==> src/hdl/prb_pkg.sv <==
// ----------------------------------------------------------------------------
// prb_pkg: shared types and constants for the packet reorder buffer
// Command codes, result status codes and the request/result records passed
// between the classifier, the command queue and the delivery engine.
// ----------------------------------------------------------------------------
package prb_pkg;

  // Receive window size in slots. The slot index is the low bits of the
  // sequence number, so the window must be a power of two.
  localparam int WINDOW = 64;
  localparam int SLOT_W = $clog2(WINDOW);

  // Command queue depth between classifier and delivery engine
  localparam int QDEPTH = 2;
  localparam int QPTR_W = $clog2(QDEPTH);

  localparam int TIME_W = 64;
  localparam int SEQ_W  = 16;
  localparam int PN_W   = 16;
  localparam int LEN_W  = 11;
  localparam int TAG_W  = 16;
  localparam int OVH_W  = 8;
  localparam int ST_W   = 3;

  // Result status codes
  localparam logic [ST_W-1:0] ST_DELIVERED = 3'd0;
  localparam logic [ST_W-1:0] ST_WAITING   = 3'd1;
  localparam logic [ST_W-1:0] ST_SHORT     = 3'd2;
  localparam logic [ST_W-1:0] ST_STALE     = 3'd3;
  localparam logic [ST_W-1:0] ST_OLD       = 3'd4;
  localparam logic [ST_W-1:0] ST_BEYOND    = 3'd5;

  // What the classifier decided for one request
  typedef enum logic [2:0] {
    CMD_SHORT,   // payload empty: drop
    CMD_STALE,   // timestamp older than newest: drop, no ack
    CMD_OLD,     // sequence behind expected: ack only
    CMD_BEYOND,  // sequence past the window: ack only
    CMD_WAIT,    // store out of order, wait for the gap
    CMD_DRAIN    // expected sequence: deliver it and the run behind it
  } cmd_kind_t;

  typedef struct packed {
    cmd_kind_t          kind;
    logic [PN_W-1:0]    pkt_num;
    logic [SLOT_W-1:0]  slot;
    logic [TAG_W-1:0]   tag;
    logic [LEN_W-1:0]   len;
  } cmd_t;

  typedef struct packed {
    logic [ST_W-1:0]   status;
    logic              ack_req;
    logic [PN_W-1:0]   ack_pkt_num;
    logic              deliver;
    logic [SEQ_W-1:0]  seq;
    logic [TAG_W-1:0]  tag;
    logic [LEN_W-1:0]  len;
    logic              last;
  } result_t;

endpackage

==> src/hdl/prb_front.sv <==
// ----------------------------------------------------------------------------
// prb_front: request capture and classification
// Registers an accepted request, then checks length, timestamp and sequence
// window, and pushes one command into the queue.
// ----------------------------------------------------------------------------
module prb_front import prb_pkg::*; (
  input  logic               clk,
  input  logic               rst_n,
  input  logic               accept,
  input  logic [TIME_W-1:0]  send_time,
  input  logic [SEQ_W-1:0]   seq_num,
  input  logic [PN_W-1:0]    pkt_num,
  input  logic [LEN_W-1:0]   pkt_len,
  input  logic [TAG_W-1:0]   buf_tag,
  input  logic [OVH_W-1:0]   header_overhead,
  input  logic [SEQ_W-1:0]   expected_seq,
  input  logic               q_full,
  output logic               push,
  output cmd_t               push_cmd,
  output logic               busy
);

  logic              hold_r;
  logic [TIME_W-1:0] time_r;
  logic [SEQ_W-1:0]  seq_r;
  logic [PN_W-1:0]   pn_r;
  logic [LEN_W-1:0]  len_r;
  logic [TAG_W-1:0]  tag_r;
  logic [TIME_W-1:0] newest_r, newest_nxt;

  logic [LEN_W-1:0]  ovh_ext;
  logic [SEQ_W-1:0]  seq_gap;
  logic              too_short, stale;

  assign ovh_ext   = {{(LEN_W-OVH_W){1'b0}}, header_overhead};
  assign too_short = (len_r <= ovh_ext);
  assign stale     = (time_r < newest_r);
  assign seq_gap   = seq_r - expected_seq;

  assign push = hold_r && !q_full;
  assign busy = hold_r;

  always_comb begin
    push_cmd.pkt_num = pn_r;
    push_cmd.slot    = seq_r[SLOT_W-1:0];
    push_cmd.tag     = tag_r;
    push_cmd.len     = len_r - ovh_ext;
    newest_nxt       = newest_r;
    priority if (too_short) begin
      push_cmd.kind = CMD_SHORT;
    end else if (stale) begin
      push_cmd.kind = CMD_STALE;
    end else begin
      newest_nxt = time_r;
      priority if (seq_gap[SEQ_W-1]) begin
        push_cmd.kind = CMD_OLD;
      end else if (seq_gap >= SEQ_W'(WINDOW)) begin
        push_cmd.kind = CMD_BEYOND;
      end else if (seq_gap != '0) begin
        push_cmd.kind = CMD_WAIT;
      end else begin
        push_cmd.kind = CMD_DRAIN;
      end
    end
  end

  always_ff @(posedge clk) begin
    if (!rst_n) begin
      hold_r   <= 1'b0;
      newest_r <= '0;
    end else begin
      if (accept) begin
        hold_r <= 1'b1;
      end else if (push) begin
        hold_r <= 1'b0;
      end
      if (push) begin
        newest_r <= newest_nxt;
      end
    end
  end

  always_ff @(posedge clk) begin
    if (accept) begin
      time_r <= send_time;
      seq_r  <= seq_num;
      pn_r   <= pkt_num;
      len_r  <= pkt_len;
      tag_r  <= buf_tag;
    end
  end

endmodule

==> src/hdl/prb_queue.sv <==
// ----------------------------------------------------------------------------
// prb_queue: command queue between classifier and delivery engine
// Small register FIFO of classified commands.
// ----------------------------------------------------------------------------
module prb_queue import prb_pkg::*; (
  input  logic clk,
  input  logic rst_n,
  input  logic push,
  input  cmd_t push_cmd,
  output logic full,
  input  logic pop,
  output logic valid,
  output cmd_t head
);

  cmd_t              entry_r [QDEPTH];
  logic [QPTR_W-1:0] wptr_r, rptr_r;
  logic [QPTR_W:0]   count_r;

  assign valid = (count_r != '0);
  assign full  = (count_r == (QPTR_W+1)'(QDEPTH));
  assign head  = entry_r[rptr_r];

  always_ff @(posedge clk) begin
    if (!rst_n) begin
      wptr_r  <= '0;
      rptr_r  <= '0;
      count_r <= '0;
    end else begin
      if (push) begin
        wptr_r <= (wptr_r == QPTR_W'(QDEPTH-1)) ? '0 : wptr_r + 1'b1;
      end
      if (pop) begin
        rptr_r <= (rptr_r == QPTR_W'(QDEPTH-1)) ? '0 : rptr_r + 1'b1;
      end
      unique case ({push, pop})
        2'b10:   count_r <= count_r + 1'b1;
        2'b01:   count_r <= count_r - 1'b1;
        default: count_r <= count_r;
      endcase
    end
  end

  always_ff @(posedge clk) begin
    if (push) begin
      entry_r[wptr_r] <= push_cmd;
    end
  end

endmodule

==> src/hdl/prb_back.sv <==
// ----------------------------------------------------------------------------
// prb_back: slot store and in-order delivery engine
// Executes queued commands, holds the slot memory and occupancy bits,
// tracks the expected sequence and drains contiguous runs, one delivery per cycle.
// ----------------------------------------------------------------------------
module prb_back import prb_pkg::*; (
  input  logic              clk,
  input  logic              rst_n,
  input  logic              q_valid,
  input  cmd_t              q_head,
  output logic              pop,
  output logic [SEQ_W-1:0]  expected_seq,
  output logic              busy,
  output logic              res_valid,
  output result_t           res
);

  typedef enum logic [1:0] {
    B_IDLE  = 2'b01,
    B_DRAIN = 2'b10
  } back_state_t;

  back_state_t       state_r, state_nxt;
  logic [SEQ_W-1:0]  exp_r, exp_nxt;
  logic [WINDOW-1:0] full_r, full_nxt;

  logic [TAG_W-1:0]  mem_tag [WINDOW];
  logic [LEN_W-1:0]  mem_len [WINDOW];
  logic [TAG_W-1:0]  rd_tag_r;
  logic [LEN_W-1:0]  rd_len_r;
  logic [SLOT_W-1:0] exp_slot, next_slot;
  logic              wr_en;

  logic              res_valid_r, res_valid_nxt;
  result_t           res_r, res_nxt;

  assign exp_slot     = exp_r[SLOT_W-1:0];
  assign next_slot    = exp_slot + 1'b1;
  assign expected_seq = exp_r;
  assign busy         = (state_r == B_DRAIN);
  assign res_valid    = res_valid_r;
  assign res          = res_r;

  always_comb begin
    state_nxt     = state_r;
    exp_nxt       = exp_r;
    full_nxt      = full_r;
    pop           = 1'b0;
    wr_en         = 1'b0;
    res_valid_nxt = 1'b0;
    res_nxt       = '0;
    unique case (state_r)
      B_IDLE: begin
        if (q_valid) begin
          pop           = 1'b1;
          res_valid_nxt = 1'b1;
          res_nxt.last  = 1'b1;
          unique case (q_head.kind)
            CMD_SHORT: res_nxt.status = ST_SHORT;
            CMD_STALE: res_nxt.status = ST_STALE;
            CMD_OLD: begin
              res_nxt.status      = ST_OLD;
              res_nxt.ack_req     = 1'b1;
              res_nxt.ack_pkt_num = q_head.pkt_num;
            end
            CMD_BEYOND: begin
              res_nxt.status      = ST_BEYOND;
              res_nxt.ack_req     = 1'b1;
              res_nxt.ack_pkt_num = q_head.pkt_num;
            end
            CMD_WAIT: begin
              res_nxt.status         = ST_WAITING;
              res_nxt.ack_req        = 1'b1;
              res_nxt.ack_pkt_num    = q_head.pkt_num;
              wr_en                  = 1'b1;
              full_nxt[q_head.slot]  = 1'b1;
            end
            CMD_DRAIN: begin
              // head of run comes straight from the command, no slot write
              res_nxt.status      = ST_DELIVERED;
              res_nxt.ack_req     = 1'b1;
              res_nxt.ack_pkt_num = q_head.pkt_num;
              res_nxt.deliver     = 1'b1;
              res_nxt.seq         = exp_r;
              res_nxt.tag         = q_head.tag;
              res_nxt.len         = q_head.len;
              full_nxt[exp_slot]  = 1'b0;
              exp_nxt             = exp_r + 1'b1;
              if (full_r[next_slot]) begin
                res_nxt.last = 1'b0;
                state_nxt    = B_DRAIN;
              end
            end
            default: res_nxt.status = ST_SHORT;
          endcase
        end
      end
      B_DRAIN: begin
        // slot exp_slot is known full; its data was read last cycle
        res_valid_nxt      = 1'b1;
        res_nxt.status     = ST_DELIVERED;
        res_nxt.deliver    = 1'b1;
        res_nxt.seq        = exp_r;
        res_nxt.tag        = rd_tag_r;
        res_nxt.len        = rd_len_r;
        full_nxt[exp_slot] = 1'b0;
        exp_nxt            = exp_r + 1'b1;
        if (!full_r[next_slot]) begin
          res_nxt.last = 1'b1;
          state_nxt    = B_IDLE;
        end
      end
      default: state_nxt = B_IDLE;
    endcase
  end

  always_ff @(posedge clk) begin
    if (!rst_n) begin
      state_r     <= B_IDLE;
      exp_r       <= '0;
      full_r      <= '0;
      res_valid_r <= 1'b0;
    end else begin
      state_r     <= state_nxt;
      exp_r       <= exp_nxt;
      full_r      <= full_nxt;
      res_valid_r <= res_valid_nxt;
    end
  end

  always_ff @(posedge clk) begin
    res_r <= res_nxt;
  end

  // slot memory: one write port, one registered read port (next slot)
  always_ff @(posedge clk) begin
    if (wr_en) begin
      mem_tag[q_head.slot] <= q_head.tag;
      mem_len[q_head.slot] <= q_head.len;
    end
    rd_tag_r <= mem_tag[next_slot];
    rd_len_r <= mem_len[next_slot];
  end

endmodule

==> src/hdl/packet_reorder_buffer.sv <==
// ----------------------------------------------------------------------------
// packet_reorder_buffer: in-order delivery of received data packets
// Drops short and stale packets, acknowledges the rest, stores out-of-order
// packets in a 64-slot window and hands contiguous runs up in order.
// ----------------------------------------------------------------------------
//
//  channel   handshake                  payload
//  --------  -------------------------  ------------------------------------
//  request   start / busy               in_send_time .. in_buf_tag
//  result    out_valid (strobe)         out_status .. out_last
//  config    psel/penable/pwrite/pready paddr, pwdata, prdata
//
// Timing:
//  - A taken request is registered and classified in the front end, queued,
//    then executed by the delivery engine, which registers the result.
//  - A run of N deliveries shows N results back to back (one slot memory
//    read per cycle); busy drops in the cycle the last result is on the
//    ports, so the next request can be taken in that cycle.
//  - Reset (rst_n low, synchronous) clears timestamp, expected sequence and
//    slot occupancy; slot contents need no clearing.
//  - The receiver cannot stall: each result is valid for one cycle only.
//
module packet_reorder_buffer import prb_pkg::*; (
  input  logic              clk,
  input  logic              rst_n,
  // request channel
  input  logic              start,
  output logic              busy,
  input  logic [TIME_W-1:0] in_send_time,
  input  logic [SEQ_W-1:0]  in_seq_num,
  input  logic [PN_W-1:0]   in_pkt_num,
  input  logic [LEN_W-1:0]  in_pkt_len,
  input  logic [TAG_W-1:0]  in_buf_tag,
  // result channel
  output logic              out_valid,
  output logic [ST_W-1:0]   out_status,
  output logic              out_ack_req,
  output logic [PN_W-1:0]   out_ack_pkt_num,
  output logic              out_deliver,
  output logic [SEQ_W-1:0]  out_seq,
  output logic [TAG_W-1:0]  out_tag,
  output logic [LEN_W-1:0]  out_len,
  output logic              out_last,
  // configuration port
  input  logic              psel,
  input  logic              penable,
  input  logic              pwrite,
  input  logic [2:0]        paddr,
  input  logic [31:0]       pwdata,
  output logic [31:0]       prdata,
  output logic              pready
);

  logic             accept;
  logic [OVH_W-1:0] ovh_r;
  logic             front_busy, back_busy;
  logic             push, pop, q_full, q_valid;
  cmd_t             push_cmd, q_head;
  logic [SEQ_W-1:0] expected_seq;
  logic             res_valid;
  result_t          res;

  // --- configuration: header_overhead at word 0, other words read as zero
  assign pready = 1'b1;
  assign prdata = (paddr[2] == 1'b0) ? {{(32-OVH_W){1'b0}}, ovh_r} : '0;

  always_ff @(posedge clk) begin
    if (!rst_n) begin
      ovh_r <= '0;
    end else if (psel && penable && pwrite && pready && (paddr[2] == 1'b0)) begin
      ovh_r <= pwdata[OVH_W-1:0];
    end
  end

  // --- one request in flight at a time: classification depends on the
  // expected sequence left behind by the previous drain
  assign busy   = front_busy || q_valid || back_busy;
  assign accept = start && !busy;

  prb_front u_front (
    .clk             (clk),
    .rst_n           (rst_n),
    .accept          (accept),
    .send_time       (in_send_time),
    .seq_num         (in_seq_num),
    .pkt_num         (in_pkt_num),
    .pkt_len         (in_pkt_len),
    .buf_tag         (in_buf_tag),
    .header_overhead (ovh_r),
    .expected_seq    (expected_seq),
    .q_full          (q_full),
    .push            (push),
    .push_cmd        (push_cmd),
    .busy            (front_busy)
  );

  prb_queue u_queue (
    .clk      (clk),
    .rst_n    (rst_n),
    .push     (push),
    .push_cmd (push_cmd),
    .full     (q_full),
    .pop      (pop),
    .valid    (q_valid),
    .head     (q_head)
  );

  prb_back u_back (
    .clk          (clk),
    .rst_n        (rst_n),
    .q_valid      (q_valid),
    .q_head       (q_head),
    .pop          (pop),
    .expected_seq (expected_seq),
    .busy         (back_busy),
    .res_valid    (res_valid),
    .res          (res)
  );

  // --- result ports (registered inside the delivery engine)
  assign out_valid       = res_valid;
  assign out_status      = res.status;
  assign out_ack_req     = res.ack_req;
  assign out_ack_pkt_num = res.ack_pkt_num;
  assign out_deliver     = res.deliver;
  assign out_seq         = res.seq;
  assign out_tag         = res.tag;
  assign out_len         = res.len;
  assign out_last        = res.last;

endmodule

==> config.mk <==
export PLATFORM = sky130hd
export DESIGN_NAME = packet_reorder_buffer
export DESIGN_NICKNAME = d
export VERILOG_FILES = /design/src/hdl/prb_pkg.sv /design/src/hdl/prb_front.sv /design/src/hdl/prb_queue.sv /design/src/hdl/prb_back.sv /design/src/hdl/packet_reorder_buffer.sv
export SDC_FILE = /design/constraint.sdc
export NUM_CORES = 2
export LEC_CHECK = 0
export BUFFER_PORTS_ARGS = -buffer_cell sky130_fd_sc_hd__buf_2
export CORE_AREA = 2 2 383 385
export DETAILED_ROUTE_END_ITERATION = 16
export DIE_AREA = 0 0 385 387
export PLACE_DENSITY_LB_ADDON = 0.05
export SLEW_MARGIN = 20
export SYNTH_ARGS = -nofsm -noshare
export SYNTH_HDL_FRONTEND = slang
export SYNTH_SLANG_ARGS = --single-unit
==> constraint.sdc <==
create_clock -name clk -period 8.4 [get_ports clk]
set_input_delay 0.84 -clock clk [delete_from_list [all_inputs] [get_ports clk]]
set_output_delay 0.84 -clock clk [all_outputs]
set_load 0.02 [all_outputs]
* Word-level counts from Yosys, hierarchy flattened *
Memory sizes are Yosys's and may differ from the RTL's. A register that Yosys moved wholly into a read port is not among the register bits.
Cells that the tools add are included.

word-level totals
  bits in registers = 348
  bits in latches = 0
  memory bits (writable) = 1832
  memory bits (read-only) = 0
  bits of input ports = 164
  output and inout bits = 100
  word-level logic and storage cells = 132
  memories kept = 3

memories
  name             depth  width  read ports  clocked after memory_dff  wr ports  line             text
  u_back.mem_tag   64     16     1           1                         1         prb_back.sv:27   logic [TAG_W-1:0] mem_tag [WINDOW];
  u_back.mem_len   64     11     1           1                         1         prb_back.sv:28   logic [LEN_W-1:0] mem_len [WINDOW];
  u_queue.entry_r  2      52     1           1                         1         prb_queue.sv:16  cmd_t entry_r [QDEPTH];

cells by class
  $add $sub $neg = 8
  multipliers = 0
  divide/modulo/power cells = 0
  order comparisons = 8
  equality and inequality tests = 15
  shifts and indexed selects = 0
  muxes and demuxes = 46
  bitwise operators = 6
  reductions and logical operators = 23

operators by type and width
  cell                                                         count
  case mux 64 bit (2 select lines)                             2
  two-way mux 45 bit                                           2
  case mux 45 bit (2 select lines)                             1
  AND 64 bit                                                   1
  less-than comparator 64 bit                                  1
  two-way mux 64 bit                                           1
  inverter 64 bit                                              1
  bitwise OR 64 bit                                            1
  two-way mux 16 bit                                           2
  case mux 16 bit (2 select lines)                             1
  less-than comparator 6 x 7 -> 1 bit (second input constant)  3
  two-way mux 1 bit                                            20
  two-way mux 17 bit                                           1
  adder 16 x 1 -> 16 bit (second input constant)               1
  >= comparator 16 x 7 -> 1 bit (second input constant)        1
  nonzero test 16 bit                                          1
  subtractor 16 bit                                            1
  case mux 3 bit (5 select lines)                              1
  demux 1 bit (select 6 bit)                                   2
  >= comparator 6 x 1 -> 1 bit (second input constant)         2
  two-way mux 3 bit                                            4
  AND reduction 3 bit                                          4
  <= comparator 11 x 8 -> 1 bit                                1
  subtractor 11 x 8 -> 11 bit                                  1
  other kinds (25)                                             50

* Logic depth before layout (Yosys ltp) *
  word-level depth = 9
  gate-level depth with buffers = 12
  gate-level depth less buffers = 11

* By module *
From an unflattened synthesis, not the netlist that was laid out.

unflattened totals
  cell total of the unflattened synthesis = 4281
  area total of the unflattened synthesis = 86200.2 µm²

modules (own cells, without submodules)
  module                 times used  cells each  area each (µm²)
  prb_back               1           3204        72318.1
  prb_front              1           819         9313.9
  prb_queue              1           184         3957.5
  packet_reorder_buffer  1           74          610.6

* Worst setup path before layout *
OpenSTA, ideal clock, no wires.

  kind = flip-flop to flip-flop
  start = register u_back.state_r[0]
  end = register u_front.len_r[0] (enable)
  arrival time = 3.808 ns
  path slack = 4.095 ns
  cell stages (with the launch flop) = 6
  path buffers = 1
  cells stage by stage = dfxtp_1 inv_1 ha_1 clkbuf_1 nor4_1 and2_1

on the way
  longest elaborated chain between the ends = 4

RTL lines
  what                      line                         text
  start: declaration        prb_back.sv:23               back_state_t state_r, state_nxt;
  start signal: assignment  prb_back.sv:124              state_r <= state_nxt;
  == test 2 bit             prb_back.sv:40               assign busy = (state_r == B_DRAIN);
  logical OR 1 bit          packet_reorder_buffer.sv:77  assign busy = front_busy || q_valid || back_busy;
  zero test 1 bit           packet_reorder_buffer.sv:78  assign accept = start && !busy;
  logical AND 1 bit         packet_reorder_buffer.sv:78
  via accept                packet_reorder_buffer.sv:54  logic accept;
  end signal: assignment    prb_front.sv:88              len_r <= pkt_len;
  end: declaration          prb_front.sv:27              logic [LEN_W-1:0] len_r;

The timed path passes the listed nets, and every way through them passes these cells.
A chain may end at the register's enable or synchronous reset.

==> metrics.yaml <==
status: "finished, final reports clean"
reg2reg_depth: 6
clkPwrFrac_pct: 35.8
hold_buffers: 0
die_x_um: 385
synthTopCellsByArea: "edfxtp_1 (68%), mux4_2 (15%), dfxtp_1 (5.9%)"
yosysTopAreaCell: "edfxtp_1"
vdd_drop_max_mv: 0.2175
drcViolationCount: 0
setup_viol: 0
dr.first_iter.drc_count: 3717
r2r_end: "u_back.mem_tag[5][8]"
p_switching_mw: 6.402
fillers: 9446
portBuffers: 212
floorplan.rows: 140
end_kind: "flip-flop"
powerDensity_nw_per_um2: 266.9
clkLatencyLatePin_ns: 0.83
max_freq_mhz: 215.9
post_drt_via_cell_ratio: 6.234
synth_cells: 4373
crit_family: "simple AND/OR/NAND/NOR gates"
clockBufferDepth: 3
place.gp.congestion: 0.8325
whs_endpoint: "u_front.time_r[29]"
max_stage_delay_ns: 0.85
seqPwrFrac_pct: 51.2
maxSlewViolCount: 0
seq_area_frac_synth_pct: 73.94
crit_type: "flip-flop to flip-flop"
wirelength_mm: 193.8
numCtsBuffers: 214
rrSetupSlack_ns: 3.77
synthArstFlopShare_pct: 0
tightest_slew_ns: 1.107
finalCritPeriodShare_pct: 55.13
cts_max_level: 4
clkSinkCount: 2208
synth_edf_count: 1955
netlist_area_um2: 86250
finalHoldViolCount: 0
yosysWarnings: 0
cp_slowest_cell: "nand2_1"
fin_crit_ns: 4.631
cp.arrival_ns: 5.15
dp.final_hpwl_mm: 109.8
yosysMostFrequentCell: "edfxtp_1"
synth_top_area_share_pct: 68.07
grt_use_total_pct: 26.40
ys.flop_type: "edfxtp_1"
crit_buf_inv: 2
syn2layout_area_growth_pct: 12.81
finClkSkew_ns: 0.01827
die_h_um: 387
finalNetCount: 4962
synthTopCellsByCount: "edfxtp_1 (1955), mux4_2 (587), dfxtp_1 (253)"
post_cts_buffers: 0
vias: 42490
p_sw_share_pct: 24.65
clkTransAtPathRegs_ns: 0.06
grt_pass1_wl_mm: 285.1
critPathRequiredTime_ns: 8.92
ys_ff_latch: 2208
rsz0062_at_grt: "no"
dr.pass1.iters: 5
ant_nets: 0
path_cells: "buf_4, mux2_2, nor2_1, nand2_1, nor2_4, buf_16"
start_kind: "flip-flop"
path_depth: 6
p_comb_share_pct: 13.0
cp_max_fo: 48
ys_types: 72
routedWlPerCell_um: 28.44
avgSynthCellArea_um2: 19.72
hold_path.startpoint: "in_send_time[29]"
holdPathStages: 1
grt_pass1_vias: 42690
slew_headroom_pct: 26.03
cts-root-buf: "clkbuf_16"
drv_cap: 0
antenna_found_initial: 15
setup_tns_ns: 0
io_pins: 264
start_util_pct: 59.54
drive_gt1_share_pct: 27.57
cts_resized: 0
leakage_nw: 31.36
grt_max_degree: 121
hold_path_class: "primary input to flip-flop"
hold-worst-slack_ns: 0.1814
grt_overflow: 0
p_int_mw: 19.57
core_region_area_um2: 144900
die_area_um2: 149000
cts_tree: "done"
==> cells by family (layout without fill, tap and decap cells) <==
| group | after synthesis | after routing | synth area share, % |
|---|---|---|---|
| other | 2 | 33 | 0.008707 |
| AND/OR/NAND/NOR | 644 | 644 | 3.244 |
| flip-flops | 2208 | 2208 | 73.94 |
| buffers and inverters | 354 | 848 | 1.831 |
| AO/OA/AOI/OAI | 332 | 332 | 2.511 |
| multiplexers | 709 | 709 | 16.79 |
| adder cells (fa/ha/maj) | 92 | 92 | 1.352 |
| XOR/XNOR | 32 | 32 | 0.3249 |
==> power groups by stage <==
stage | clock network, mW | registers (mW) | logic [mW]
final | 9.30 | 13.3 | 3.37
after global routing | 9.88 | 13.3 | 3.67
after CTS | 9.46 | 13.3 | 3.38
after detailed placement | 0 | 13.5 | 3.37
after global placement | 0 | 13.5 | 3.28
after floorplan | 0 | 13.5 | 2.16
==> cell usage in the layout (no fill, tap or decap), types with 6 or more instances in the layout <==
master / Yosys / routed
o211a_1: 34 / 34
edfxtp_1: 1955 / 1955
a21boi_0: 12 / 12
o21a_1: 8 / 8
a22oi_1: 28 / 28
buf_16: 0 / 8
conb_1: 2 / 25
nand2b_1: 7 / 7
inv_1: 114 / 114
a21oi_1: 132 / 132
buf_12: 0 / 8
clkinv_1: 1 / 33
xnor2_1: 27 / 23
mux4_2: 587 / 587
clkbuf_1: 97 / 59
inv_6: 0 / 6
ha_1: 90 / 88
a21o_1: 22 / 22
nand4_1: 18 / 18
and2_1: 21 / 20
nand3_1: 24 / 24
o21ai_0: 41 / 41
buf_4: 26 / 105
nand2_1: 235 / 234
mux2i_1: 89 / 89
mux2_4: 0 / 7
clkinv_2: 0 / 46
nor3_1: 33 / 33
nor2b_1: 18 / 18
dfxtp_1: 253 / 251
nor2_1: 250 / 184
nor2_4: 0 / 65
bufinv_16: 0 / 13
or3_1: 6 / 6
buf_2: 80 / 211
diode_2: 0 / 8
clkbuf_16: 0 / 218
clkbuf_8: 0 / 20
mux2_2: 32 / 25
and3_1: 8 / 7
==> how the worst max path moves through the flow <==
stage	start	end	slack, ns
floorplan	u_back.state_r[0]	u_front.len_r[0]	4.09
global placement	flip-flop	u_back.mem_tag[5][11]	3.63
detailed placement	flip-flop	u_back.mem_tag[13][15]	3.55
CTS	flip-flop	u_back.mem_tag[13][0]	3.53
global route	flip-flop	u_back.mem_tag[5][4]	3.57
finish	flip-flop	u_back.mem_tag[5][8]	3.77
==> state kept, by name, indices dropped and copies added, names as in the netlist, named ones only <==
signal,count
ovh_r,8
u_back.expected_seq,16
u_back.full_r,64
u_back.mem_len,704
u_back.mem_tag,1024
u_back.rd_len_r,11
u_back.rd_tag_r,16
u_back.res,65
u_back.res_valid,1
u_back.state_r,2
u_front.busy,1
u_front.len_r,11
u_front.newest_r,64
u_front.pn_r,16
u_front.seq_r,16
u_front.tag_r,16
u_front.time_r,64
u_queue.count_r,2
u_queue.entry_r,104
u_queue.rptr_r,1
u_queue.wptr_r,1
==> worst register-to-register path, delay by kind of cell, from the launching register on <==
family	cells	cell delay [ns]
buffers and inverters	2	0.97
AND/OR/NAND/NOR	3	2.35
multiplexers	1	0.48
flip-flops	1	0.52
==> metrics by stage <==
step                      total power, mW  worst slack [ns]  utilization, %  area [um2]  cells
after floorplan                     15.66             4.095               -       86340   4396
after global placement              16.79             3.625           62.24       90160   6398
after detailed placement            16.91             3.548           62.38       90370   6405
after CTS                           26.15             3.535           67.10       97200   6805
after global routing                26.87             3.568           67.16       97290   6813
final                               25.97             3.769           67.17       97300   6815
==> area by class of cell <==
type / instances / area (um2) / area share (%)
repair buffers: 333 / 2236 / 2.298
multi-input cells: 1834 / 21600 / 22.20
clock inverters: 103 / 878.3 / 0.9027
inverters: 115 / 431.7 / 0.4437
flip-flops and latches: 2208 / 63780 / 65.55
diodes: 8 / 20.02 / 0.02058
well taps: 1917 / 2399 / 2.465
clock buffers: 297 / 5952 / 6.117
==> per-layer routing <==
layer  vias to the layer above  wire length, um  share of wire (%)  global-route usage [%]
met5                         -                0                  0                       0
met4                         0             4101                2.1                   6.676
met3                       278            12560                6.5                   3.778
met2                      1501            96670                 50                   42.80
met1                     22420            80460                 42                   38.41
li1                      18290                -                  -                       -
(Power assumes the default switching activity.)
